$ cat src/hw/rtl/cic_pkg.sv
`default_nettype none
package cic_pkg;

    typedef enum logic [2:0] {
        OP_LINE      = 3'd0,
        OP_PWRITE    = 3'd1,
        OP_PREAD     = 3'd2,
        OP_TWRITE    = 3'd3,
        OP_TREAD     = 3'd4,
        OP_ACK       = 3'd5,
        OP_RSVD6     = 3'd6,
        OP_RSVD7     = 3'd7
    } op_t;

    localparam logic [5:0] MF_POLL  = 6'h01;
    localparam logic [5:0] MF_RDISR = 6'h02;
    localparam logic [5:0] MF_AEOI  = 6'h04;
    localparam logic [5:0] MF_RAEOI = 6'h08;
    localparam logic [5:0] MF_SFNM  = 6'h10;
    localparam logic [5:0] MF_INIT4 = 6'h20;

    localparam logic [7:0] ICW1_BIT = 8'h10;
    localparam logic [7:0] OCW3_BIT = 8'h08;
    localparam logic [7:0] POLL_BIT = 8'h04;
    localparam logic [7:0] BASE_MSK = 8'hF8;
    localparam logic [7:0] CASC_BIT = 8'h04;
    localparam logic [7:0] SPURIOUS = 8'h07;

    localparam logic [2:0] CMD_RAEOI_CLR = 3'd0;
    localparam logic [2:0] CMD_EOI       = 3'd1;
    localparam logic [2:0] CMD_NOP       = 3'd2;
    localparam logic [2:0] CMD_SEOI      = 3'd3;
    localparam logic [2:0] CMD_RAEOI_SET = 3'd4;
    localparam logic [2:0] CMD_ROT_EOI   = 3'd5;
    localparam logic [2:0] CMD_SET_PRIO  = 3'd6;
    localparam logic [2:0] CMD_ROT_SEOI  = 3'd7;

    typedef struct packed {
        logic [2:0] op;
        logic       chip;
        logic       port_a0;
        logic [7:0] data;
        logic [3:0] irq_line;
        logic       level;
    } in_item_t;

    typedef struct packed {
        logic [7:0] read_data;
        logic [7:0] vector;
        logic       vector_valid;
        logic       irq_flag;
    } out_item_t;

    typedef struct packed {
        logic [7:0] irr;
        logic [7:0] last;
        logic [7:0] imr;
        logic [7:0] isr;
        logic [7:0] elcr;
        logic [2:0] prio;
        logic [7:0] base;
        logic [1:0] init;
        logic [5:0] mode;
    } chip_t;

    // rank of first set bit of m, scanning from the priority offset; 8 if none
    function automatic logic [3:0] best_rank(input logic [7:0] m, input logic [2:0] prio);
        logic [7:0] r;
        logic [3:0] res;
        r = (m >> prio) | (m << (4'd8 - {1'b0, prio}));
        res = 4'd8;
        for (int p = 7; p >= 0; p--)
        begin
            if (r[p])
                res = 4'(p);
        end
        return res;
    endfunction

    // eligible line or valid=0
    function automatic logic [3:0] eligible(input chip_t s, input logic is_master);
        logic [3:0] p;
        logic [3:0] q;
        logic [7:0] m;
        p = best_rank(s.irr & ~s.imr, s.prio);
        m = s.isr;
        if (is_master && (s.mode & MF_SFNM) != 6'd0)
            m = m & ~CASC_BIT;
        q = best_rank(m, s.prio);
        if (p != 4'd8 && p < q)
            return {1'b1, p[2:0] + s.prio};
        return 4'd0;
    endfunction

    function automatic chip_t drive(input chip_t s, input logic [2:0] n, input logic lvl);
        chip_t t;
        logic [7:0] b;
        t = s;
        b = 8'd1 << n;
        if ((s.elcr & b) != 8'd0)
        begin
            t.irr = lvl ? (s.irr | b) : (s.irr & ~b);
        end
        else if (lvl && (s.last & b) == 8'd0)
        begin
            t.irr = s.irr | b;
        end
        t.last = lvl ? (s.last | b) : (s.last & ~b);
        return t;
    endfunction

    function automatic chip_t take(input chip_t s, input logic [2:0] n);
        chip_t t;
        logic [7:0] b;
        t = s;
        b = 8'd1 << n;
        if ((s.mode & MF_AEOI) != 6'd0)
        begin
            if ((s.mode & MF_RAEOI) != 6'd0)
                t.prio = n + 3'd1;
        end
        else
        begin
            t.isr = s.isr | b;
        end
        if ((s.elcr & b) == 8'd0)
            t.irr = t.irr & ~b;
        return t;
    endfunction

endpackage
`default_nettype wire

$ cat src/hw/rtl/cic_core.sv
`default_nettype none
module cic_core (
    input  var cic_pkg::chip_t    m_in,
    input  var cic_pkg::chip_t    s_in,
    input  var logic              pend_in,
    input  var cic_pkg::in_item_t item,
    input  var logic [7:0]        mtm,
    input  var logic [7:0]        stm,
    output cic_pkg::chip_t        m_out,
    output cic_pkg::chip_t        s_out,
    output logic                  pend_out,
    output cic_pkg::out_item_t    result
);

    cic_pkg::chip_t ch [2];
    cic_pkg::chip_t cs;
    logic           pend;
    logic           do_eval;
    logic [7:0]     rd;
    logic [7:0]     vec;
    logic           vld;
    logic           c;
    logic [7:0]     v;
    logic [3:0]     el;
    logic [3:0]     sl;
    logic [3:0]     rk;
    logic [2:0]     n;

    // one full step of the controller pair
    always_comb
    begin
        ch[0]   = m_in;
        ch[1]   = s_in;
        pend    = pend_in;
        do_eval = 1'b0;
        rd      = 8'd0;
        vec     = 8'd0;
        vld     = 1'b0;
        c       = item.chip;
        v       = item.data;
        el      = 4'd0;
        sl      = 4'd0;
        rk      = 4'd0;
        n       = 3'd0;
        cs      = ch[c];
        case (cic_pkg::op_t'(item.op))
            cic_pkg::OP_LINE:
            begin
                ch[item.irq_line[3]] = cic_pkg::drive(ch[item.irq_line[3]],
                                                      item.irq_line[2:0], item.level);
                do_eval = 1'b1;
            end
            cic_pkg::OP_PWRITE:
            begin
                if (!item.port_a0)
                begin
                    if ((v & cic_pkg::ICW1_BIT) != 8'd0)
                    begin
                        cs.irr  = 8'd0;
                        cs.last = 8'd0;
                        cs.imr  = 8'd0;
                        cs.isr  = 8'd0;
                        cs.prio = 3'd0;
                        cs.base = 8'd0;
                        cs.mode = v[0] ? cic_pkg::MF_INIT4 : 6'd0;
                        cs.init = 2'd1;
                        pend    = 1'b0;
                    end
                    else if ((v & cic_pkg::OCW3_BIT) != 8'd0)
                    begin
                        if ((v & cic_pkg::POLL_BIT) != 8'd0)
                            cs.mode = cs.mode | cic_pkg::MF_POLL;
                        if (v[1])
                            cs.mode = v[0] ? (cs.mode | cic_pkg::MF_RDISR)
                                           : (cs.mode & ~cic_pkg::MF_RDISR);
                    end
                    else
                    begin
                        case (v[7:5])
                            cic_pkg::CMD_RAEOI_CLR:
                                cs.mode = cs.mode & ~cic_pkg::MF_RAEOI;
                            cic_pkg::CMD_RAEOI_SET:
                                cs.mode = cs.mode | cic_pkg::MF_RAEOI;
                            cic_pkg::CMD_EOI, cic_pkg::CMD_ROT_EOI:
                            begin
                                rk = cic_pkg::best_rank(cs.isr, cs.prio);
                                if (rk != 4'd8)
                                begin
                                    n = rk[2:0] + cs.prio;
                                    cs.isr = cs.isr & ~(8'd1 << n);
                                    if (v[7:5] == cic_pkg::CMD_ROT_EOI)
                                        cs.prio = n + 3'd1;
                                    do_eval = 1'b1;
                                end
                            end
                            cic_pkg::CMD_SEOI:
                            begin
                                cs.isr  = cs.isr & ~(8'd1 << v[2:0]);
                                do_eval = 1'b1;
                            end
                            cic_pkg::CMD_SET_PRIO:
                            begin
                                cs.prio = v[2:0] + 3'd1;
                                do_eval = 1'b1;
                            end
                            cic_pkg::CMD_ROT_SEOI:
                            begin
                                cs.isr  = cs.isr & ~(8'd1 << v[2:0]);
                                cs.prio = v[2:0] + 3'd1;
                                do_eval = 1'b1;
                            end
                            default:
                            begin
                            end
                        endcase
                    end
                end
                else
                begin
                    case (cs.init)
                        2'd0:
                        begin
                            cs.imr  = v;
                            do_eval = 1'b1;
                        end
                        2'd1:
                        begin
                            cs.base = v & cic_pkg::BASE_MSK;
                            cs.init = 2'd2;
                        end
                        2'd2:
                            cs.init = ((cs.mode & cic_pkg::MF_INIT4) != 6'd0) ? 2'd3 : 2'd0;
                        default:
                        begin
                            cs.mode = cs.mode & ~(cic_pkg::MF_SFNM | cic_pkg::MF_AEOI);
                            if (v[4])
                                cs.mode = cs.mode | cic_pkg::MF_SFNM;
                            if (v[1])
                                cs.mode = cs.mode | cic_pkg::MF_AEOI;
                            cs.init = 2'd0;
                        end
                    endcase
                end
                ch[c] = cs;
            end
            cic_pkg::OP_PREAD:
            begin
                if ((cs.mode & cic_pkg::MF_POLL) != 6'd0)
                begin
                    cs.mode = cs.mode & ~cic_pkg::MF_POLL;
                    el = cic_pkg::eligible(cs, !c);
                    if (el[3])
                    begin
                        cs.irr = cs.irr & ~(8'd1 << el[2:0]);
                        cs.isr = cs.isr & ~(8'd1 << el[2:0]);
                        ch[c] = cs;
                        if (c)
                        begin
                            ch[0].isr = ch[0].isr & ~cic_pkg::CASC_BIT;
                            ch[0].irr = ch[0].irr & ~cic_pkg::CASC_BIT;
                        end
                        do_eval = c || (el[2:0] != 3'd2);
                        rd = {5'd0, el[2:0]};
                    end
                    else
                    begin
                        ch[c]   = cs;
                        do_eval = 1'b1;
                        rd      = cic_pkg::SPURIOUS;
                    end
                end
                else if (!item.port_a0)
                    rd = ((cs.mode & cic_pkg::MF_RDISR) != 6'd0) ? cs.isr : cs.irr;
                else
                    rd = cs.imr;
            end
            cic_pkg::OP_TWRITE:
            begin
                cs.elcr = v & (c ? stm : mtm);
                ch[c]   = cs;
            end
            cic_pkg::OP_TREAD:
                rd = cs.elcr;
            cic_pkg::OP_ACK:
            begin
                if (pend)
                begin
                    pend = 1'b0;
                    vld  = 1'b1;
                    el   = cic_pkg::eligible(ch[0], 1'b1);
                    if (el[3])
                    begin
                        ch[0] = cic_pkg::take(ch[0], el[2:0]);
                        if (el[2:0] == 3'd2)
                        begin
                            sl = cic_pkg::eligible(ch[1], 1'b0);
                            if (sl[3])
                            begin
                                ch[1] = cic_pkg::take(ch[1], sl[2:0]);
                                vec   = ch[1].base + {5'd0, sl[2:0]};
                            end
                            else
                                vec = ch[1].base + cic_pkg::SPURIOUS;
                        end
                        else
                            vec = ch[0].base + {5'd0, el[2:0]};
                    end
                    else
                        vec = ch[0].base + cic_pkg::SPURIOUS;
                    do_eval = 1'b1;
                end
            end
            default:
            begin
            end
        endcase
        // priority evaluation: slave pulses master line 2, then master raises flag
        if (do_eval)
        begin
            if (cic_pkg::eligible(ch[1], 1'b0) != 4'd0)
            begin
                ch[0] = cic_pkg::drive(ch[0], 3'd2, 1'b1);
                ch[0] = cic_pkg::drive(ch[0], 3'd2, 1'b0);
            end
            if (cic_pkg::eligible(ch[0], 1'b1) != 4'd0)
                pend = 1'b1;
        end
        m_out               = ch[0];
        s_out               = ch[1];
        pend_out            = pend;
        result.read_data    = rd;
        result.vector       = vec;
        result.vector_valid = vld;
        result.irq_flag     = pend;
    end

endmodule
`default_nettype wire

$ cat src/hw/rtl/cascaded_interrupt_controller.sv
`default_nettype none
// Channel   Direction  Handshake            Payload
// command   in         start & !busy        cmd (in_item_t)
// result    out        result_valid strobe  result (out_item_t)
// config    in         cfg_valid & cfg_ready cfg_index, cfg_data
//
// One transaction is accepted every cycle; busy is always low. The result
// appears in the cycle after acceptance, for one cycle, from the output register.
// The state update is one combinational pass over both controllers' state.
// Reset is asynchronous, active low; trigger masks reset to 0xF8 and 0xDE.
// The receiver cannot stall; cfg_ready is always high.
module cascaded_interrupt_controller (
    input  wire                     clk,
    input  wire                     rst_n,
    input  wire                     start,
    output logic                    busy,
    input  var cic_pkg::in_item_t   cmd,
    output logic                    result_valid,
    output cic_pkg::out_item_t      result,
    input  wire                     cfg_valid,
    output logic                    cfg_ready,
    input  wire                     cfg_index,
    input  wire [7:0]               cfg_data
);

    cic_pkg::chip_t     m_reg, s_reg, m_next, s_next;
    logic               pend_reg, pend_next;
    logic [7:0]         mtm_reg, stm_reg;
    cic_pkg::out_item_t res_next, res_reg;
    logic               rv_reg;

    assign busy      = 1'b0;
    assign cfg_ready = 1'b1;

    cic_core u_core (
        .m_in     (m_reg),
        .s_in     (s_reg),
        .pend_in  (pend_reg),
        .item     (cmd),
        .mtm      (mtm_reg),
        .stm      (stm_reg),
        .m_out    (m_next),
        .s_out    (s_next),
        .pend_out (pend_next),
        .result   (res_next)
    );

    // advance state on each accepted transaction and load the trigger masks on config writes
    always_ff @(posedge clk or negedge rst_n)
    begin
        if (!rst_n)
        begin
            m_reg    <= '0;
            s_reg    <= '0;
            pend_reg <= 1'b0;
            rv_reg   <= 1'b0;
            mtm_reg  <= 8'hF8;
            stm_reg  <= 8'hDE;
        end
        else
        begin
            rv_reg <= start;
            if (start)
            begin
                m_reg    <= m_next;
                s_reg    <= s_next;
                pend_reg <= pend_next;
            end
            if (cfg_valid)
            begin
                if (!cfg_index)
                    mtm_reg <= cfg_data;
                else
                    stm_reg <= cfg_data;
            end
        end
    end

    // hold result payload
    always_ff @(posedge clk)
    begin
        if (start)
            res_reg <= res_next;
    end

    assign result_valid = rv_reg;
    assign result       = res_reg;

endmodule
`default_nettype wire

$ cat config.mk
export PLATFORM = sky130hd
export DESIGN_NAME = cascaded_interrupt_controller
export DESIGN_NICKNAME = d
export VERILOG_FILES = /design/src/hw/rtl/cic_pkg.sv /design/src/hw/rtl/cic_core.sv /design/src/hw/rtl/cascaded_interrupt_controller.sv
export SDC_FILE = /design/constraint.sdc
export NUM_CORES = 1
export LEC_CHECK = 0
export ABC_AREA = 0
export CORE_ASPECT_RATIO = 1.1
export CORE_MARGIN = 2
export CORE_UTILIZATION = 40
export CTS_CLUSTER_DIAMETER = 120
export DETAILED_ROUTE_END_ITERATION = 10
export DONT_BUFFER_PORTS = 1
export PLACE_DENSITY_LB_ADDON = 0.12
export SYNTH_ARGS = -nofsm -noshare
export SYNTH_HDL_FRONTEND = slang
export SYNTH_SLANG_ARGS = --single-unit
$ cat constraint.sdc
create_clock -name clk -period 15.07 [get_ports clk]
set_input_delay 1.507 -clock clk [delete_from_list [all_inputs] [get_ports clk]]
set_output_delay 1.507 -clock clk [all_outputs]
set_load 0.05 [all_outputs]
* Word level (Yosys, flattened, before mapping)
Index checks and enable logic that the tools add are counted.
** Storage, ports and cells
- Bits in registers :: 154
- Bits of input ports :: 31
- Output and inout bits :: 21
- Logic and storage cells :: 441
** Cells by class
- Add/sub/neg operators :: 19
- Order comparisons :: 9
- Eq/ne operators :: 22
- Shifts and indexed selects :: 28
- Multiplexer cells :: 258
- Bitwise gates (word level) :: 48
- Reductions and logical operators :: 31
** Operators by type and width (number)
- 59-bit 2-to-1 mux :: 12
- 118-bit bitwise mux :: 5
- 118-bit one-hot mux with 5 select lines :: 1
- 4-bit 2-to-1 mux :: 134
- 118-bit 2-to-1 mux :: 4
- 8-bit 2-to-1 mux :: 30
- 8-bit AND :: 18
- 8-bit OR :: 15
- 59-bit demux with 1-bit select :: 2
- 8-bit NOT :: 11
- 8-bit by 4-bit << shifter with 8-bit output :: 11
- 8-bit by 3-bit >> shifter with 8-bit output :: 11
- 16-bit 2-to-1 mux :: 4
- 3-bit 2-to-1 mux :: 20
- 54-bit 2-to-1 mux :: 1
- 1-bit by 3-bit << shifter with 8-bit output (first input constant) :: 6
- 8-bit logical NOT :: 4
- 8-bit one-hot mux with 2 select lines :: 2
- 1-bit 2-to-1 mux :: 28
- 24-bit 2-to-1 mux :: 1
- 4-bit inequality test (second input constant) :: 6
- 4-bit less-than comparator :: 5
- 4-bit by 3-bit subtractor with 4-bit output (first input constant) :: 5
- 3-bit adder :: 6
- 34 further kinds :: 73

* Logic depth before layout (Yosys ltp)
- Word-level depth :: 93
- Depth in mapped cells :: 58
- Mapped depth without buffers :: 49

* By module
A second synthesis with hierarchy kept.
** Unflattened totals
- Cell total of the unflattened synthesis :: 2628
- Area, all modules :: 20452.1 µm²
** Modules (own cells, without submodules)
- cic_core :: times used 1, cells an instance 2319, area each 14762.9 µm², seq. area each 0.0 µm²
- cascaded_interrupt_controller :: times used 1, cells an instance 309, area each 5689.2 µm², seq. area each 3957.5 µm²

* Worst setup path after synthesis
No wires, ideal clock.
- Path type :: input port to flip-flop
- Start :: input cmd[14] (netlist bit)
- End :: register res_reg (netlist bit result[0]), data pin
- Setup time :: 0.169 ns
- Arrival :: 11.395 ns
- Data required time :: 14.901 ns
- Setup slack :: 3.506 ns
- Stages on the path :: 46
- Buffers on the path :: 8
- Cells stage by stage :: buf_6 > mux2i_4 > buf_6 > buf_6 > ha_1 > buf_2 > inv_1 > mux4_2 > nand2_1 > o21ai_1 > a2111oi_4 > nor2_1 > o311a_1 > fa_1 > ha_1 > nand3_1 > a21oi_1 > a2111oi_1 > (+10 left out) > nor3_1 > a311oi_1 > inv_1 > or4_1 > ha_1 > a21oi_1 > o41ai_2 > or2_1 > o2111a_1 > buf_6 > a211o_1 > a211o_1 > nor2b_1 > ha_1 > a21o_1 > a2111oi_0 > o21ai_0 > o31ai_1
** Between the ends
- Cells in the longest elaborated chain, start to end :: 77
- Elaborated cells between the ends (all ways) :: 214
- Classes of those cells :: add/sub: 8; order compare: 5; eq/ne: 7; shift: 16; mux: 145; bitwise: 21; reduce/logical: 12
** Ends and longest elaborated chain
- from (decl) :: line cascaded_interrupt_controller.sv:17 : input var cic_pkg::in_item_t cmd,
- parallel branches: the longest is 76 deep, another holds 4-bit by 3-bit subtractor with 4-bit output
- 1-bit 2-to-1 mux * :: line cic_core.sv:218 : if (do_eval)
- named net pend_next :: line cascaded_interrupt_controller.sv:27 : logic pend_reg, pend_next;
- to (signal assigned) :: line cascaded_interrupt_controller.sv:83 : res_reg <= res_next;
- to (decl) :: line cascaded_interrupt_controller.sv:29 : cic_pkg::out_item_t res_next, res_reg;
Mark *: on every way through the listed nets, which the timed path passes. The select of a mux whose other input is x is not followed.
A chain may end at the register's enable or synchronous reset.

* Final worst setup path
- Start :: register m_reg[17] (netlist bit)
- End :: register res_reg (netlist bit result[0]), data pin
** Between the ends
- Cells in the longest elaborated chain, start to end :: 73
- Elaborated cells between the ends (all ways) :: 240
- Classes of those cells :: add/sub: 11; order compare: 4; eq/ne: 7; shift: 21; mux: 166; bitwise: 22; reduce/logical: 9
** Ends and longest elaborated chain
- from (decl) :: line cascaded_interrupt_controller.sv:26 : cic_pkg::chip_t m_reg, s_reg, m_next, s_next;
- from (signal assigned) :: line cascaded_interrupt_controller.sv:65 : m_reg <= m_next;
- parallel branches: the longest is 72 deep, another holds 4-bit by 3-bit subtractor with 4-bit output
- 1-bit 2-to-1 mux * :: line cic_core.sv:218
- named net pend_next :: line cascaded_interrupt_controller.sv:27
Marked as above.

==> run summary <==
Once routing completed, OpenROAD measured the worst setup slack at 1.302 ns. The total power of the final layout came out at 3.584 mW. Entering global routing, the biggest net connects 137 pins. The share of synthesized flip-flops with an asynchronous set or reset came out at 88.31%. The top-level port count is 52.

The post-synth design cell area came out at 19920 um2. The antenna diode instance count came out at 0. The net switching power of the design came out at 2.061 mW. The post-CTS setup buffer count came out at 0. The number of rows created at floorplan is 85. The share of total power consumed by net switching is 57.51%. The floorplan step set the die width to 216.8 um.

For this block, the via count after detailed routing is 21733. The initial cell density of the core came out at 40.64%. The number of warnings printed during yosys synthesis came out at 0. The worst setup path is launched from a flop.

The overall overflow remaining after global route came out at 0. Fill cells in the final layout number 4999. The H-tree depth came out at 4. The fraction of final layout cells sized beyond drive strength 1 is 11.12%. After global routing, the most crowded layer is met2. The master of the slowest instance on the critical path is ha_1. For the worst setup path, the data required time is 15.36 ns.

The number of nets at the end of the flow came out at 2542. Leaving out fill and tap cells, the most frequent cell in the layout is nand2_1. Relative to the synthesized area, the layout overhead comes to 4.396%.

The synthesized netlist net count came out at 2669. The analysis attributes to cell leakage a power of 8.043 nW. For this run, global-route usage on met3 was measured as 6.526%. The path type of the worst min-delay path is flop to flop. Measured against its own limit, the worst slew margin works out to 21.75%. The number of max-cap violations is 0. On the final layout, the worst clock skew is 0.02094 ns. For this run, the total global-route usage over all layers was measured as 36.42%. The post-route cell area is 20800 um2. The clock period minus final worst setup slack came out at 13.77 ns.

The final-report hold violation count came out at 0. The average via count per standard cell is 6.972. For this run, the top clock speed supported by timing is 72.63 MHz. The maximum buffer depth of the clock tree came out at 2. The detail route stage leaves a number of antenna-violating nets equal to 0. The number of detailed-routing iterations run before antenna repair is 7. The average cell area after synthesis is 7.726 um2.

The startpoint identified for the worst register-to-register timing path is m_reg[17]. Timing analysis after detailed placement gives a worst setup slack of 1.346 ns. In the layout the commonest cells are 242 x nand2_1, 236 x nor2_1, 187 x a21oi_1. Synthesis handed over a netlist of 2579 instances.

At the end of routability-driven placement, the weighted congestion stood at 1.013. Clock latency on the worst-skew pair, taken at its later pin, is 0.48 ns. The most used flip-flop cell after synthesis is dfrtp_1. The clock tree from TritonCTS is yes. The detailed placer's ending HPWL is 72650 um. The transition at the pin with the smallest max-transition slack came out at 1.174 ns. The period utilization came out at 91.36%. The y dimension of the die came out at 238.1 um. The post-synthesis sequential element count came out at 154. The depth of the worst register-to-register path came out at 43. The via count of the first global-routing pass came out at 20602.

The critical path is of the flop to flop type. After detailed routing, the number of remaining DRC violations is 0. For the final routed database, the setup TNS stands at 0 ns. Counting stages on the worst path, the most repeated cell is ha_1. The power per standard cell area came out at 172.3 nW/um2. The number of DRC markers after the initial detailed-route iteration is 2480. Setup violations remaining at the end of the flow were counted as 0. The post-cts gate resize count is 0. The clock drives 154 sinks. The critical path capture point type is a flop. The internal power contribution is 1.523 mW. The met2 global-route usage came out at 56.82%. The initial antenna violation count is 0. The total placed instance area came out at 20210 um2. Of the synthesized area, sequential elements account for 19.86%. The clock-pin slew on the worst setup and hold paths is 0.07 ns. The part of the power in registers came out at 17.2%.

For this run, the slowest stage of the critical path takes 0.77 ns. The total detailed-routing wirelength came out at 95570 um. The flow ran to the end, and the final reports show no timing, DRC or antenna violations.

The peak supply drop came out at 0.0001034 V. Cells fill 42.42% of the core in the end. In this run the most critical hold path is launched from s_reg[44]. The area of the die came out at 51610 um2. The largest fanout on the critical path is 35. The share of total power in the clock network is 12.6%. Yosys mapped a number of flops with a built-in enable equal to 18.

The max-slew violation count is 0. The number of stages on the worst hold path came out at 2. The number of port buffers is 0.

Setup repair after global routing left no endpoint under its margin. The path with the worst hold slack has its endpoint at s_reg[44]. The first-pass GRT wire length came out at 139600 um.

The area of the core came out at 49030 um2. The slack of the worst reg-to-reg path came out at 1.30 ns. The detailed-route wire length per cell came out at 30.66 um. The share of power burned in combinational logic came out at 70.2%. The met1 track demand over resource in global routing came out at 46.09%. Yosys mapped the design onto 120 distinct sky130hd cell types. The clock buffer count from CTS is 17. The clock tree root driver cell is clkbuf_16. The signal arrival time at the worst endpoint came out at 14.06 ns. The worst register-to-register path ends at result[0]. The number of hold buffers added after cts came out at 0.
-- layout make-up --
class / count / area [um2] / share of cell area (%)
Tap cell: 652 / 815.8 / 3.922
Clock buffer: 18 / 450.4 / 2.166
Sequential cell: 154 / 3960 / 19.04
Clock inverter: 14 / 143.9 / 0.6918
Timing Repair Buffer: 45 / 337.8 / 1.624
Inverter: 76 / 287.8 / 1.384
Multi-Input combinational cell: 2158 / 14800 / 71.17
-- how the worst max path moves through the flow --
stage	start	endpoint
2_1_floorplan	cmd[14]	result[0]
5_1_grt	m_reg[17]	result[0]
3_3_place_gp	cmd[14]	result[0]
4_1_cts	m_reg[17]	result[0]
6_report	m_reg[17]	result[0]
3_5_place_dp	cmd[14]	result[0]
-- worst max-delay path, delay by kind of cell, from the launching register on --
kind                       cells  cell delay (ns)
and+or+nand+nor               10             2.15
DFF                            1             0.32
adders and majority gates      6             2.84
AOI/OAI and AO/OA             18             5.18
buffers and inverters          8             2.63
muxes                          1             0.39
-- synthesized netlist by cell type (53+ instances only) --
master      n  area share [%]
mux2_2     75             4.2
o21ai_0   171             4.3
ha_1       53             3.3
nand3_1    79             2.0
nor3_1     67             1.7
nand2_1   242             4.6
a21oi_1   187             4.7
mux2i_1    92             4.6
inv_1      66             1.2
nor2b_1    55             1.7
clkbuf_1  121             2.3
dfrtp_1   125              16
nor2_1    236             4.4
-- per-layer routing --
metal	vias up	part of all wire, %
li1	9590	-
met1	10683	40
met2	1189	44
met3	271	8.0
met4	0	7.4
met5	-	0
-- power groups by stage --
stage                     clock, mW  combinational [mW]  sequential (mW)
after global routing          0.475                2.65            0.621
after CTS                     0.457                2.43            0.611
after floorplan                   0                1.64            0.551
after detailed placement          0                2.41            0.618
final                         0.452                2.51            0.617
after global placement            0                2.41            0.619
-- cell families (layout without fill, tap and decap cells) --
logic type	count (synthesis)	in the layout	synth area share (%)
buffers and inverters	267	153	5.840
adder cells (fa/ha/maj)	59	59	3.931
multiplexers	197	197	12.25
flip-flops	154	154	19.86
other	2	2	0.03769
AND/OR/NAND/NOR	960	960	24.35
XOR/XNOR	32	32	1.539
AO/OA/AOI/OAI	908	908	32.18
-- per-stage QoR --
| stage | cells | hold slack, ns |
|---|---|---|
| after global placement | 3085 | 0.4558 |
| after global routing | 3117 | 0.5082 |
| final | 3117 | 0.4755 |
| after floorplan | 2579 | 0.4444 |
| after detailed placement | 3085 | 0.4658 |
| after CTS | 3117 | 0.4832 |
Note: power is estimated with default switching activity, not from simulation.
